### src/design/unix_seconds_to_civil_date_assert.svh
// Assertion macros shared by the calendar conversion block.
`ifndef UNIX_SECONDS_TO_CIVIL_DATE_ASSERT_SVH
`define UNIX_SECONDS_TO_CIVIL_DATE_ASSERT_SVH

// Antecedent and consequent in the same cycle.
`define UCD_ASSERT_IMP(label, clk, rst_n, ante, cons, msg) \
	label: assert property (@(posedge clk) disable iff (!rst_n) (ante) |-> (cons)) \
		else $error(msg);

// Consequent in the cycle after the antecedent.
`define UCD_ASSERT_NEXT(label, clk, rst_n, ante, cons, msg) \
	label: assert property (@(posedge clk) disable iff (!rst_n) (ante) |=> (cons)) \
		else $error(msg);

`endif

### src/design/ucd_pkg.sv
`default_nettype none

package ucd_pkg;

	// Program counter width.
	localparam int PC_W = 4;

	// Epoch constants.
	localparam logic [11:0] EPOCH_YEAR    = 12'd1970;
	localparam logic [31:0] EPOCH_WEEKDAY = 32'd4;
	localparam logic [1:0]  EPOCH_Y4      = 2'd2;
	localparam logic [6:0]  EPOCH_Y100    = 7'd70;
	localparam logic [8:0]  EPOCH_Y400    = 9'd370;

	// Rounded-up reciprocals for the divisions by a constant. The dividend is
	// first shifted right by the power of two in the divisor: seconds by 7 for
	// 86400 = 128 * 675, hours by 4 for 3600 = 16 * 225, minutes by 2 for
	// 60 = 4 * 15. The product is then shifted right by 35, 19, 21 and 14 bits.
	localparam logic [25:0] RECIP_DAY  = 26'd50903317;
	localparam logic [25:0] RECIP_WEEK = 26'd74899;
	localparam logic [25:0] RECIP_HOUR = 26'd9321;
	localparam logic [25:0] RECIP_MIN  = 26'd1093;

	// Datapath operations, one per control word.
	typedef enum logic [3:0] {
		OP_DIV        = 4'd0,
		OP_SPLIT_DAY  = 4'd1,
		OP_SPLIT_WDAY = 4'd2,
		OP_SPLIT_HOUR = 4'd3,
		OP_SPLIT_MIN  = 4'd4,
		OP_YEAR       = 4'd5,
		OP_MONTH      = 4'd6,
		OP_DONE       = 4'd7
	} op_t;

	// Divisor used by the division and remainder steps.
	typedef enum logic [1:0] {
		DSEL_DAY  = 2'd0,
		DSEL_WEEK = 2'd1,
		DSEL_HOUR = 2'd2,
		DSEL_MIN  = 2'd3
	} divsel_t;

	// Jump conditions.
	typedef enum logic [2:0] {
		COND_NONE  = 3'd0,
		COND_YEAR  = 3'd2,
		COND_MONTH = 3'd3,
		COND_OUT   = 3'd4
	} cond_t;

	// One microcode word.
	typedef struct packed {
		op_t             op;
		divsel_t         dsel;
		cond_t           cond;
		logic [PC_W-1:0] target;
	} ctrl_t;

	// Status flags from the datapath to the sequencer.
	typedef struct packed {
		logic year_ge;
		logic month_ge;
	} status_t;

	// Step addresses.
	localparam logic [PC_W-1:0] PC_DIV_DAY    = 4'd0;
	localparam logic [PC_W-1:0] PC_SPLIT_DAY  = 4'd1;
	localparam logic [PC_W-1:0] PC_DIV_WEEK   = 4'd2;
	localparam logic [PC_W-1:0] PC_SPLIT_WDAY = 4'd3;
	localparam logic [PC_W-1:0] PC_DIV_HOUR   = 4'd4;
	localparam logic [PC_W-1:0] PC_SPLIT_HOUR = 4'd5;
	localparam logic [PC_W-1:0] PC_DIV_MIN    = 4'd6;
	localparam logic [PC_W-1:0] PC_SPLIT_MIN  = 4'd7;
	localparam logic [PC_W-1:0] PC_YEAR       = 4'd8;
	localparam logic [PC_W-1:0] PC_MONTH      = 4'd9;
	localparam logic [PC_W-1:0] PC_DONE       = 4'd10;

	// Divisor value for each select code.
	function automatic logic [16:0] divisor(input divsel_t sel);
		logic [16:0] d;
		case (sel)
			DSEL_DAY:  d = 17'd86400;
			DSEL_WEEK: d = 17'd7;
			DSEL_HOUR: d = 17'd3600;
			DSEL_MIN:  d = 17'd60;
			default:   d = 17'd60;
		endcase
		return d;
	endfunction

	// Length of a month, February following the leap flag.
	function automatic logic [4:0] month_len(input logic [3:0] m, input logic leap);
		logic [4:0] n;
		case (m)
			4'd2:                  n = leap ? 5'd29 : 5'd28;
			4'd4, 4'd6, 4'd9, 4'd11: n = 5'd30;
			default:               n = 5'd31;
		endcase
		return n;
	endfunction

endpackage

`default_nettype wire

### src/design/ucd_rom.sv
`default_nettype none

module ucd_rom
	import ucd_pkg::*;
(
	input  wire logic [PC_W-1:0] pc,
	output ctrl_t                cw
);

	// Conversion program: four divisions, each a quotient step and a remainder
	// step, then the year loop, the month loop and the hand-off.
	always_comb begin
		cw = '{op: OP_DONE, dsel: DSEL_DAY, cond: COND_OUT, target: PC_DONE};
		case (pc)
			PC_DIV_DAY:    cw = '{OP_DIV, DSEL_DAY, COND_NONE, PC_DIV_DAY};
			PC_SPLIT_DAY:  cw = '{OP_SPLIT_DAY, DSEL_DAY, COND_NONE, PC_SPLIT_DAY};
			PC_DIV_WEEK:   cw = '{OP_DIV, DSEL_WEEK, COND_NONE, PC_DIV_WEEK};
			PC_SPLIT_WDAY: cw = '{OP_SPLIT_WDAY, DSEL_WEEK, COND_NONE, PC_SPLIT_WDAY};
			PC_DIV_HOUR:   cw = '{OP_DIV, DSEL_HOUR, COND_NONE, PC_DIV_HOUR};
			PC_SPLIT_HOUR: cw = '{OP_SPLIT_HOUR, DSEL_HOUR, COND_NONE, PC_SPLIT_HOUR};
			PC_DIV_MIN:    cw = '{OP_DIV, DSEL_MIN, COND_NONE, PC_DIV_MIN};
			PC_SPLIT_MIN:  cw = '{OP_SPLIT_MIN, DSEL_MIN, COND_NONE, PC_SPLIT_MIN};
			PC_YEAR:       cw = '{OP_YEAR, DSEL_DAY, COND_YEAR, PC_YEAR};
			PC_MONTH:      cw = '{OP_MONTH, DSEL_DAY, COND_MONTH, PC_MONTH};
			PC_DONE:       cw = '{OP_DONE, DSEL_DAY, COND_OUT, PC_DONE};
			default:       cw = '{OP_DONE, DSEL_DAY, COND_OUT, PC_DONE};
		endcase
	end

endmodule

`default_nettype wire

### src/design/ucd_datapath.sv
`default_nettype none

module ucd_datapath
	import ucd_pkg::*;
(
	input  wire logic              clk,
	input  wire logic              load,
	input  wire logic [31:0]       load_value,
	input  wire logic              exec,
	input  wire ctrl_t             cw,
	output status_t                status,
	output logic [11:0]            year_v,
	output logic [3:0]             month_v,
	output logic [4:0]             day_v,
	output logic [2:0]             weekday_v,
	output logic [4:0]             hour_v,
	output logic [5:0]             minute_v,
	output logic [5:0]             second_v
);

	logic [31:0] num_q;
	logic [15:0] quo_q;
	logic [15:0] days_q;
	logic [16:0] rem_q;
	logic [11:0] year_q;
	logic [1:0]  y4_q;
	logic [6:0]  y100_q;
	logic [8:0]  y400_q;
	logic [3:0]  month_q;
	logic [2:0]  weekday_q;
	logic [4:0]  hour_q;
	logic [5:0]  minute_q;
	logic [5:0]  second_q;

	logic [24:0] mul_a;
	logic [25:0] mul_b;
	logic [50:0] prod;
	logic [15:0] quo_next;
	logic [32:0] back;
	logic [31:0] remain;
	logic        leap;
	logic [8:0]  ylen;
	logic [4:0]  mlen;

	// Reciprocal operands: the dividend without the divisor's power of two.
	always_comb begin
		case (cw.dsel)
			DSEL_DAY: begin
				mul_a = num_q[31:7];
				mul_b = RECIP_DAY;
			end
			DSEL_WEEK: begin
				mul_a = {9'd0, num_q[15:0]};
				mul_b = RECIP_WEEK;
			end
			DSEL_HOUR: begin
				mul_a = {12'd0, num_q[16:4]};
				mul_b = RECIP_HOUR;
			end
			DSEL_MIN: begin
				mul_a = {15'd0, num_q[11:2]};
				mul_b = RECIP_MIN;
			end
			default: begin
				mul_a = {15'd0, num_q[11:2]};
				mul_b = RECIP_MIN;
			end
		endcase
	end

	assign prod = {26'd0, mul_a} * {25'd0, mul_b};

	// The quotient is the product shifted right by the reciprocal's scale.
	always_comb begin
		case (cw.dsel)
			DSEL_DAY:  quo_next = prod[50:35];
			DSEL_WEEK: quo_next = prod[34:19];
			DSEL_HOUR: quo_next = prod[36:21];
			DSEL_MIN:  quo_next = prod[29:14];
			default:   quo_next = prod[29:14];
		endcase
	end

	// Remainder of the dividend after the registered quotient.
	assign back   = {17'd0, quo_q} * {16'd0, divisor(cw.dsel)};
	assign remain = num_q - back[31:0];

	// Leap year from the running remainders of the year by 4, 100 and 400.
	assign leap = (y4_q == 2'd0) && ((y100_q != 7'd0) || (y400_q == 9'd0));
	assign ylen = leap ? 9'd366 : 9'd365;
	assign mlen = month_len(month_q, leap);

	assign status.year_ge  = days_q >= {7'd0, ylen};
	assign status.month_ge = (month_q < 4'd12) && (days_q >= {11'd0, mlen});

	// Datapath registers, updated by the current control word.
	always_ff @(posedge clk) begin
		if (load) begin
			num_q <= load_value;
			quo_q <= '0;
		end else if (exec) begin
			case (cw.op)
				OP_DIV: begin
					quo_q <= quo_next;
				end
				OP_SPLIT_DAY: begin
					days_q <= quo_q;
					rem_q  <= remain[16:0];
					num_q  <= {16'd0, quo_q} + EPOCH_WEEKDAY;
					quo_q  <= '0;
				end
				OP_SPLIT_WDAY: begin
					weekday_q <= remain[2:0];
					num_q     <= {15'd0, rem_q};
					quo_q     <= '0;
				end
				OP_SPLIT_HOUR: begin
					hour_q <= quo_q[4:0];
					num_q  <= remain;
					quo_q  <= '0;
				end
				OP_SPLIT_MIN: begin
					minute_q <= quo_q[5:0];
					second_q <= remain[5:0];
					year_q   <= EPOCH_YEAR;
					y4_q     <= EPOCH_Y4;
					y100_q   <= EPOCH_Y100;
					y400_q   <= EPOCH_Y400;
					month_q  <= 4'd1;
				end
				OP_YEAR: begin
					if (status.year_ge) begin
						days_q <= days_q - {7'd0, ylen};
						year_q <= year_q + 12'd1;
						y4_q   <= y4_q + 2'd1;
						y100_q <= (y100_q == 7'd99) ? 7'd0 : y100_q + 7'd1;
						y400_q <= (y400_q == 9'd399) ? 9'd0 : y400_q + 9'd1;
					end
				end
				OP_MONTH: begin
					if (status.month_ge) begin
						days_q  <= days_q - {11'd0, mlen};
						month_q <= month_q + 4'd1;
					end
				end
				OP_DONE: begin
				end
				default: begin
				end
			endcase
		end
	end

	// Finished fields; the day count left over is the zero-based day of month.
	assign year_v    = year_q;
	assign month_v   = month_q;
	assign day_v     = days_q[4:0] + 5'd1;
	assign weekday_v = weekday_q;
	assign hour_v    = hour_q;
	assign minute_v  = minute_q;
	assign second_v  = second_q;

endmodule

`default_nettype wire

### src/design/unix_seconds_to_civil_date.sv
// Channel  Handshake             Word
// input    in_valid / in_ready   epoch_seconds
// output   out_valid / out_ready year, month, day_of_month, weekday, hour, minute, second
//
// After acceptance a word runs the program, in which Y whole years (0..136) and
// M whole months (0..11), at most 146 together, are stepped off one per cycle. Each of
// the four divisions by a constant is a reciprocal multiply step and a remainder step.
// A new word is taken once the previous result sits in the output register. A stalled
// output holds the sequencer at its last step. Reset clears the sequencer and the output
// valid flag.
`default_nettype none
`include "unix_seconds_to_civil_date_assert.svh"

module unix_seconds_to_civil_date
	import ucd_pkg::*;
(
	input  wire logic        clk,
	input  wire logic        arst_n,
	input  wire logic        in_valid,
	output logic             in_ready,
	input  wire logic [31:0] epoch_seconds,
	output logic             out_valid,
	input  wire logic        out_ready,
	output logic [11:0]      year,
	output logic [3:0]       month,
	output logic [4:0]       day_of_month,
	output logic [2:0]       weekday,
	output logic [4:0]       hour,
	output logic [5:0]       minute,
	output logic [5:0]       second
);

	logic             busy_q;
	logic [PC_W-1:0]  pc_q;
	logic             out_valid_q;
	ctrl_t            cw;
	status_t          status;
	logic             take_jump;
	logic             finish;
	logic             accept;

	logic [11:0] year_v;
	logic [3:0]  month_v;
	logic [4:0]  day_v;
	logic [2:0]  weekday_v;
	logic [4:0]  hour_v;
	logic [5:0]  minute_v;
	logic [5:0]  second_v;

	logic [11:0] year_q;
	logic [3:0]  month_q;
	logic [4:0]  day_q;
	logic [2:0]  weekday_q;
	logic [4:0]  hour_q;
	logic [5:0]  minute_q;
	logic [5:0]  second_q;

	assign in_ready = !busy_q;
	assign accept   = in_valid && in_ready;

	ucd_rom u_rom (
		.pc (pc_q),
		.cw (cw)
	);

	ucd_datapath u_datapath (
		.clk        (clk),
		.load       (accept),
		.load_value (epoch_seconds),
		.exec       (busy_q),
		.cw         (cw),
		.status     (status),
		.year_v     (year_v),
		.month_v    (month_v),
		.day_v      (day_v),
		.weekday_v  (weekday_v),
		.hour_v     (hour_v),
		.minute_v   (minute_v),
		.second_v   (second_v)
	);

	// Conditional jump of the current control word.
	always_comb begin
		case (cw.cond)
			COND_NONE:  take_jump = 1'b0;
			COND_YEAR:  take_jump = status.year_ge;
			COND_MONTH: take_jump = status.month_ge;
			COND_OUT:   take_jump = out_valid_q && !out_ready;
			default:    take_jump = 1'b0;
		endcase
	end

	assign finish = busy_q && (cw.op == OP_DONE) && !take_jump;

	// Step counter and output valid flag.
	always_ff @(posedge clk or negedge arst_n) begin
		if (!arst_n) begin
			busy_q      <= 1'b0;
			pc_q        <= PC_DIV_DAY;
			out_valid_q <= 1'b0;
		end else begin
			if (out_valid_q && out_ready) out_valid_q <= 1'b0;
			if (!busy_q) begin
				pc_q <= PC_DIV_DAY;
				if (in_valid) busy_q <= 1'b1;
			end else if (take_jump) begin
				pc_q <= cw.target;
			end else if (finish) begin
				busy_q      <= 1'b0;
				pc_q        <= PC_DIV_DAY;
				out_valid_q <= 1'b1;
			end else begin
				pc_q <= pc_q + PC_W'(1);
			end
		end
	end

	// Output register: holds the finished word while the next one is worked on.
	always_ff @(posedge clk) begin
		if (finish) begin
			year_q    <= year_v;
			month_q   <= month_v;
			day_q     <= day_v;
			weekday_q <= weekday_v;
			hour_q    <= hour_v;
			minute_q  <= minute_v;
			second_q  <= second_v;
		end
	end

	assign out_valid    = out_valid_q;
	assign year         = year_q;
	assign month        = month_q;
	assign day_of_month = day_q;
	assign weekday      = weekday_q;
	assign hour         = hour_q;
	assign minute       = minute_q;
	assign second       = second_q;

	// The step counter never leaves the program.
	`UCD_ASSERT_IMP(a_pc_range, clk, arst_n, 1'b1, pc_q <= PC_DONE, "pc out of program")
	// An accepted word starts the sequencer.
	`UCD_ASSERT_NEXT(a_start, clk, arst_n, accept, busy_q && pc_q == PC_DIV_DAY, "no start")
	// A finished word is never dropped by the next finish.
	`UCD_ASSERT_IMP(a_no_overrun, clk, arst_n, finish, !out_valid_q || out_ready,
		"result overwritten")
	// Delivered dates and times stay within their calendar ranges.
	`UCD_ASSERT_IMP(a_ranges, clk, arst_n, out_valid,
		month >= 4'd1 && month <= 4'd12 && day_of_month != 5'd0 && weekday <= 3'd6 &&
		hour <= 5'd23 && minute <= 6'd59 && second <= 6'd59, "field out of range")

endmodule

`default_nettype wire

### config.mk
export PLATFORM = sky130hd
export DESIGN_NAME = unix_seconds_to_civil_date
export DESIGN_NICKNAME = d
export VERILOG_FILES = /design/src/design/ucd_pkg.sv /design/src/design/ucd_rom.sv /design/src/design/ucd_datapath.sv /design/src/design/unix_seconds_to_civil_date.sv
export VERILOG_INCLUDE_DIRS = /design/src /design/src/design
export SDC_FILE = /design/constraint.sdc
export NUM_CORES = 2
export LEC_CHECK = 0
export BUFFER_PORTS_ARGS = -buffer_cell sky130_fd_sc_hd__buf_2
export CORE_ASPECT_RATIO = 1.2
export CORE_MARGIN = 2
export CORE_UTILIZATION = 50
export DETAILED_ROUTE_END_ITERATION = 16
export PLACE_DENSITY_LB_ADDON = 0.05
export RECOVER_POWER = 100
export SLEW_MARGIN = 0
export SYNTH_ARGS = -nofsm -noshare
export SYNTH_HDL_FRONTEND = slang
export SYNTH_SLANG_ARGS = --single-unit
export TNS_END_PERCENT = 50
### constraint.sdc
create_clock -name clk -period 16.3 [get_ports clk]
set_input_delay 3.26 -clock clk [delete_from_list [all_inputs] [get_ports clk]]
set_output_delay 3.26 -clock clk [all_outputs]
set_load 0.05 [all_outputs]
Yosys cells after proc, flatten, opt, wreduce, memory -nomap -nowiden
Memory sizes are Yosys's and may differ from the RTL's.
Cells that the tools add are included.

operators by class
  $lt $le $gt $ge = 3
  eq/ne operators = 22
  shift-type cells = 0
  multiply operators = 2
  bitwise logic cells = 1
  div/mod/pow operators = 0
  reductions and logical operators = 33
  $add $sub $neg = 11
  mux-type cells = 38

operators by type and width
  operator                 count
  $pmux W26 S4             1
  $pmux W25 S4             1
  $pmux W32 S3             1
  $pmux W17 S4             1
  $mux W32                 2
  $pmux W16 S4             1
  $mul A25 B26 Y51         1
  $pmux W16 S3             1
  $mul A16 B17 Y32         1
  $mux W16                 2
  $pmux W16 S2             1
  $sub A32 B32 Y32         1
  $eq A4 B3 Y1 const B     6
  $pmux W12 S2             1
  $mux W9                  2
  $pmux W9 S2              1
  $add A16 B3 Y17 const B  1
  $ge A16 B5 Y1            1
  $ge A16 B9 Y1            1
  $mux W4                  4
  $sub A16 B5 Y16          1
  $sub A16 B9 Y16          1
  $mux W7                  2
  $pmux W7 S2              1
  41 further kinds         74

word-level totals
  bits of input ports = 36
  memories kept = 1
  logic and storage cells = 134
  memory bits (read-only) = 192
  bits in registers = 182
  memory bits (writable) = 0
  output and inout port bits = 43
  bits in latches = 0

memories
  memory           depth  bits a word  rd ports  clocked after Yosys merged registers in  write ports  RTL line       text
  (no name shown)  16     12           1         0                                        0            ucd_rom.sv:14  case (pc)

Depth between registers and ports, before layout
  depth in word-level cells = 13
  mapped depth = 39
  depth with buffers taken out = 33

Modules after synthesis
From an unflattened synthesis, not the netlist that was laid out.

second synthesis, totals
  cells, all modules = 3,474
  area, all modules = 32,984.1 sq um

by module, submodules not included
  module                      cells an instance  area each (sq um)  sequential area each (sq um)  instances
  ucd_datapath                3,376              31,226.2           3,893.7                       1
  unix_seconds_to_civil_date  78                 1,615.3            1,381.3                       1
  ucd_rom                     20                 142.6              0.0                           1

Worst setup path after synthesis
Ideal clock, no wire load.

  path kind = register -> register
  start = register pc_q[3]
  end = register u_datapath.quo_q[15]
  setup time = 0.117 ns
  stages on the path, launching flop included = 34
  arrival time = 8.767 ns
  path slack = 7.416 ns
  path buffers = 9
  period minus slack after synthesis = 8.884 ns
  data required time = 16.183 ns
  cells stage by stage = dfrtp_1 -> clkbuf_1 -> nor2b_1 -> clkbuf_1 -> inv_1 -> buf_1 -> ha_1 -> clkbuf_1 -> clkbuf_1 -> clkbuf_1 -> buf_1 -> clkbuf_1 -> nand2_1 -> inv_1 -> fa_1 -> fa_1 -> fa_1 -> fa_1 -> fa_1 -> fa_1 -> inv_1 -> fa_1 -> inv_1 -> ha_1 -> clkbuf_1 -> a21oi_1 -> o21ai_0 -> nand3_1 -> o211ai_1 -> o21ba_2 -> o31ai_4 -> a21oi_1 -> o31a_1 -> a32o_1

between the ends
  longest elaborated chain between the ends = 6
  elaborated cells between the ends (all ways) = 17
  those cells by class = mul: 1; eq/ne: 6; mux: 4; reduce/logical: 5; memory: 1

RTL lines
  element                                              RTL line                                text
  start: declaration                                   unix_seconds_to_civil_date.sv:34        logic [PC_W-1:0] pc_q;
  start signal: assignment                             unix_seconds_to_civil_date.sv:107       pc_q <= cw.target;
  start signal: assignment                             unix_seconds_to_civil_date.sv:113       pc_q <= pc_q + PC_W'(1);
  $mem_v2 Z16 W12 (*)                                  n/a
  $eq A2 B2 Y1, or another cell as far along           ucd_datapath.sv:47, ucd_datapath.sv:75
  $pmux W25 S4 / $pmux W26 S4 (equally long branches)  ucd_datapath.sv:47                      case (cw.dsel)
  $mul A25 B26 Y51                                     ucd_datapath.sv:71                      assign prod = {26'd0, mul_a} * {25'd0, mul_b};
  $pmux W16 S4                                         ucd_datapath.sv:75                      case (cw.dsel)
  $pmux W16 S2                                         ucd_datapath.sv:102                     case (cw.op)
  end signal: assignment                               ucd_datapath.sv:104                     quo_q <= quo_next;
  end: declaration                                     ucd_datapath.sv:22                      logic [15:0] quo_q;

Every way passes the cells marked *; elsewhere a longest branch is shown, timed or not. The select of a mux whose other input is x is not followed.
A chain may end at the register's enable or synchronous reset.

Worst setup path after layout
  start = register pc_q[3]
  end = register u_datapath.quo_q[5]

The elaborated chain is that of the path after synthesis.

==> results.sh <==
export IMPL_status="finished with violations"
export IMPL_violations="max-capacitance violations, max-slew violations"
export IMPL_wl_microns=95900
export IMPL_start_util=0.503
export IMPL_cap_violations=5
export IMPL_root_buffer="clkbuf_16"
export IMPL_cts_hold_buf=0
export IMPL_ys_async_sr_fraction=0.0330
export IMPL_skew_ps=28.8
export IMPL_cts_resized=0
export IMPL_setup_viol=0
export IMPL_grt_use_total=0.299
export IMPL_hp_class="reg -> reg"
export IMPL_syn_area_sq_mm=0.0329
export IMPL_antenna_found_initial=1
export IMPL_synth_top_family_by_area="adder cells"
export IMPL_htreeDepth=4
export IMPL_syn_area_per_cell_sq_um=9.43
export IMPL_rsz0062_at_grt="false"
export IMPL_post_route_period_util=0.807
export IMPL_vias_per_cell=5.50
export IMPL_clock_sinks=182
export IMPL_die_h_microns=285
export IMPL_synth_top_area_cell="fa_1"
export IMPL_ant_nets=0
export IMPL_synth_distinct_cells=84
export IMPL_path_max_fanout=50
export IMPL_synth_compound_area_share=0.0987
export IMPL_path_buf_inv=11
export IMPL_crit_top_cell="inv_1"
export IMPL_vias=24000
export IMPL_grt_start_max_net_pins=60
export IMPL_overflow=0
export IMPL_worst_pin_slew_ps=2500
export IMPL_num_rows=103
export IMPL_area_delta_synth_final_pct=5.28
export IMPL_synth_cells=3487
export IMPL_clock_path_buffers=2
export IMPL_clk_pin_slew_ps=90
export IMPL_globalplace_congestion=0.975
export IMPL_core_area_sq_mm=0.0655
export IMPL_drcViolationCount=0
export IMPL_tritoncts="done"
export IMPL_synth_top_area_frac=0.324
export IMPL_slowest_delay_ps=1770
export IMPL_io_pins=79
export IMPL_drive_above_1_share=0.0327
export IMPL_post_drt_wl_per_cell_microns=22.0
export IMPL_nets=4508
export IMPL_synth_area_mux_share=0.00285
export IMPL_synthTopCellsByArea="fa_1, ha_1, edfxtp_1"
export IMPL_grt_pass1_wl_microns=152000
export IMPL_critPathLaunchType="flop"
export IMPL_worstSetupPathType="reg -> reg"
export IMPL_fmax_ghz=0.0760
export IMPL_first_pass_iters=5
export IMPL_die_w_microns=238
export IMPL_ys_seq_elements=182
export IMPL_finalHoldViolCount=0
export IMPL_synth_xor_area_frac=0.0288
export IMPL_dpl_hpwl_microns=81000
export IMPL_endpoint_kind="flop"
export IMPL_grt_pass1_vias=26100
export IMPL_clock_latency_ps=500
export IMPL_slew_viol_final=179
export IMPL_required_ps=16690
export IMPL_synth_enable_flop_cells=160
export IMPL_port_buffers=78
export IMPL_diodes=0
export IMPL_detailedRoute_firstIterationViolations=1498
export IMPL_yosysWarnings=0
export IMPL_crit_family="adder cells"
export IMPL_fin_tns_setup_ps=0
export IMPL_finalCriticalPeriod_ps=13150
export IMPL_ys_seq_area_frac=0.160
export IMPL_cts_buffers=17
export IMPL_die_area_sq_mm=0.0679
export IMPL_max_slew_margin=-0.668
export IMPL_synth_simple_gate_area_share=0.105
export IMPL_post_cts_setup_buffers=0
export IMPL_cp_data_arrival_time_ps=13550
export IMPL_synth_fa_ha_area_frac=0.490
export IMPL_ys_flop_type="edfxtp_1"
export IMPL_crit_path_top_delay_cell="clkbuf_1"
-- registers in the layout (all words and copies together), names as in the netlist, 6 cells and up --
name                 count
minute                   6
second                   6
u_datapath.days_q       16
u_datapath.minute_v      6
u_datapath.num_q        32
u_datapath.quo_q        16
u_datapath.rem_q        17
u_datapath.second_v      6
u_datapath.y100_q        7
u_datapath.y400_q        9
u_datapath.year_v       12
year                    12
-- final timing paths --
path | start | endpoint | slack (ps) | cells after the start
worst min register to register | u_datapath.minute_v[0]$_DFFE_PP_ | minute[0]$_DFFE_PP_ | 420 | 0
worst max-delay path | pc_q[3]$_DFFE_PN0P_ | u_datapath.quo_q[5]$_SDFFE_PP0P_ | 3150 | 34
min in group asynchronous | arst_n | pc_q[2]$_DFF_PN0_ | 2640 | 1
worst min-delay path | u_datapath.minute_v[0]$_DFFE_PP_ | minute[0]$_DFFE_PP_ | 420 | 0
worst max register to register | pc_q[3]$_DFFE_PN0P_ | u_datapath.quo_q[5]$_SDFFE_PP0P_ | 3150 | 34
max in group asynchronous | arst_n | pc_q[1]$_DFFE_PN0P_ | 13410 | 1
-- cell type report --
| class | instances | area [sq um] |
|---|---|---|
| fillers | 6216 | 30800 |
| multi-input cells | 2326 | 23900 |
| flip-flops and latches | 182 | 5280 |
| inverters | 873 | 3280 |
| well taps | 840 | 1050 |
| repair buffers | 103 | 473 |
| clock buffers | 17 | 425 |
| clock inverters | 15 | 188 |
-- placed cells by master (no fill, tap or decap), types with 59 or more instances in the layout --
cell type,instances
a21oi_1,134
ha_1,434
fa_1,533
xnor2_1,59
edfxtp_1,160
inv_1,872
and2_1,74
o21ai_0,108
nor2_1,164
nand2_1,288
-- synthesized netlist by cell type, types with 5 or more instances --
| cell type | instances |
|---|---|
| inv_1 | 872 |
| fa_1 | 533 |
| ha_1 | 436 |
| nand2_1 | 288 |
| nor2_1 | 164 |
| edfxtp_1 | 160 |
| a21oi_1 | 133 |
| o21ai_0 | 99 |
| clkbuf_1 | 95 |
| and2_1 | 82 |
| xnor2_1 | 59 |
| a21o_1 | 53 |
| nand3_1 | 50 |
| xor2_1 | 49 |
| nand4_1 | 27 |
| nor3_1 | 24 |
| nand2b_1 | 22 |
| and3_1 | 20 |
| a22o_1 | 19 |
| nor2b_1 | 18 |
| buf_1 | 16 |
| dfxtp_1 | 16 |
| a221o_1 | 13 |
| or2_2 | 13 |
| or3_1 | 13 |
| a211oi_1 | 12 |
| o21bai_1 | 12 |
| a22oi_1 | 11 |
| a31oi_1 | 11 |
| o21ai_1 | 11 |
| a221oi_1 | 10 |
| nor4_1 | 9 |
| o211ai_1 | 7 |
| o21a_1 | 7 |
| o221ai_1 | 7 |
| o31ai_1 | 7 |
| a222oi_1 | 6 |
| dfrtp_1 | 6 |
| mux2i_1 | 6 |
| o22ai_1 | 6 |
| a311oi_1 | 5 |
| a31o_2 | 5 |
| and4_1 | 5 |
-- through the flow --
stage / area, sq um / instances / util / setup WS, ps / hold WS, ps
final: 34600 / 4356 / 0.529 / 3150 / 420
after global placement: 34200 / 4324 / 0.522 / 5910 / 404
after global routing: 34600 / 4356 / 0.529 / 2510 / 424
after floorplan: 32900 / 3499 / - / 7420 / 400
after CTS: 34800 / 4356 / 0.531 / 5770 / 420
after detailed placement: 34200 / 4324 / 0.522 / 5780 / 405
-- layer usage --
metal,share of wire,up-vias,GRT usage
met3,0.040,152,0.0298
met5,0.00015,-,0
met1,0.41,12100,0.372
met4,0.044,2,0.122
met2,0.51,644,0.532
li1,-,11100,-
-- logic make-up (layout without fill, tap and decap cells) --
family / after synthesis / in the layout
simple gates: 743 / 743
compound gates: 483 / 483
other cells: 2 / 14
flops: 182 / 182
buf+inv: 991 / 1008
xor+xnor: 108 / 108
fa+ha+maj: 969 / 969
mux: 9 / 9
Power is left out: the tool's default activity adds up to more than one toggle a clock period on the data nets, which glitch-free logic cannot reach.
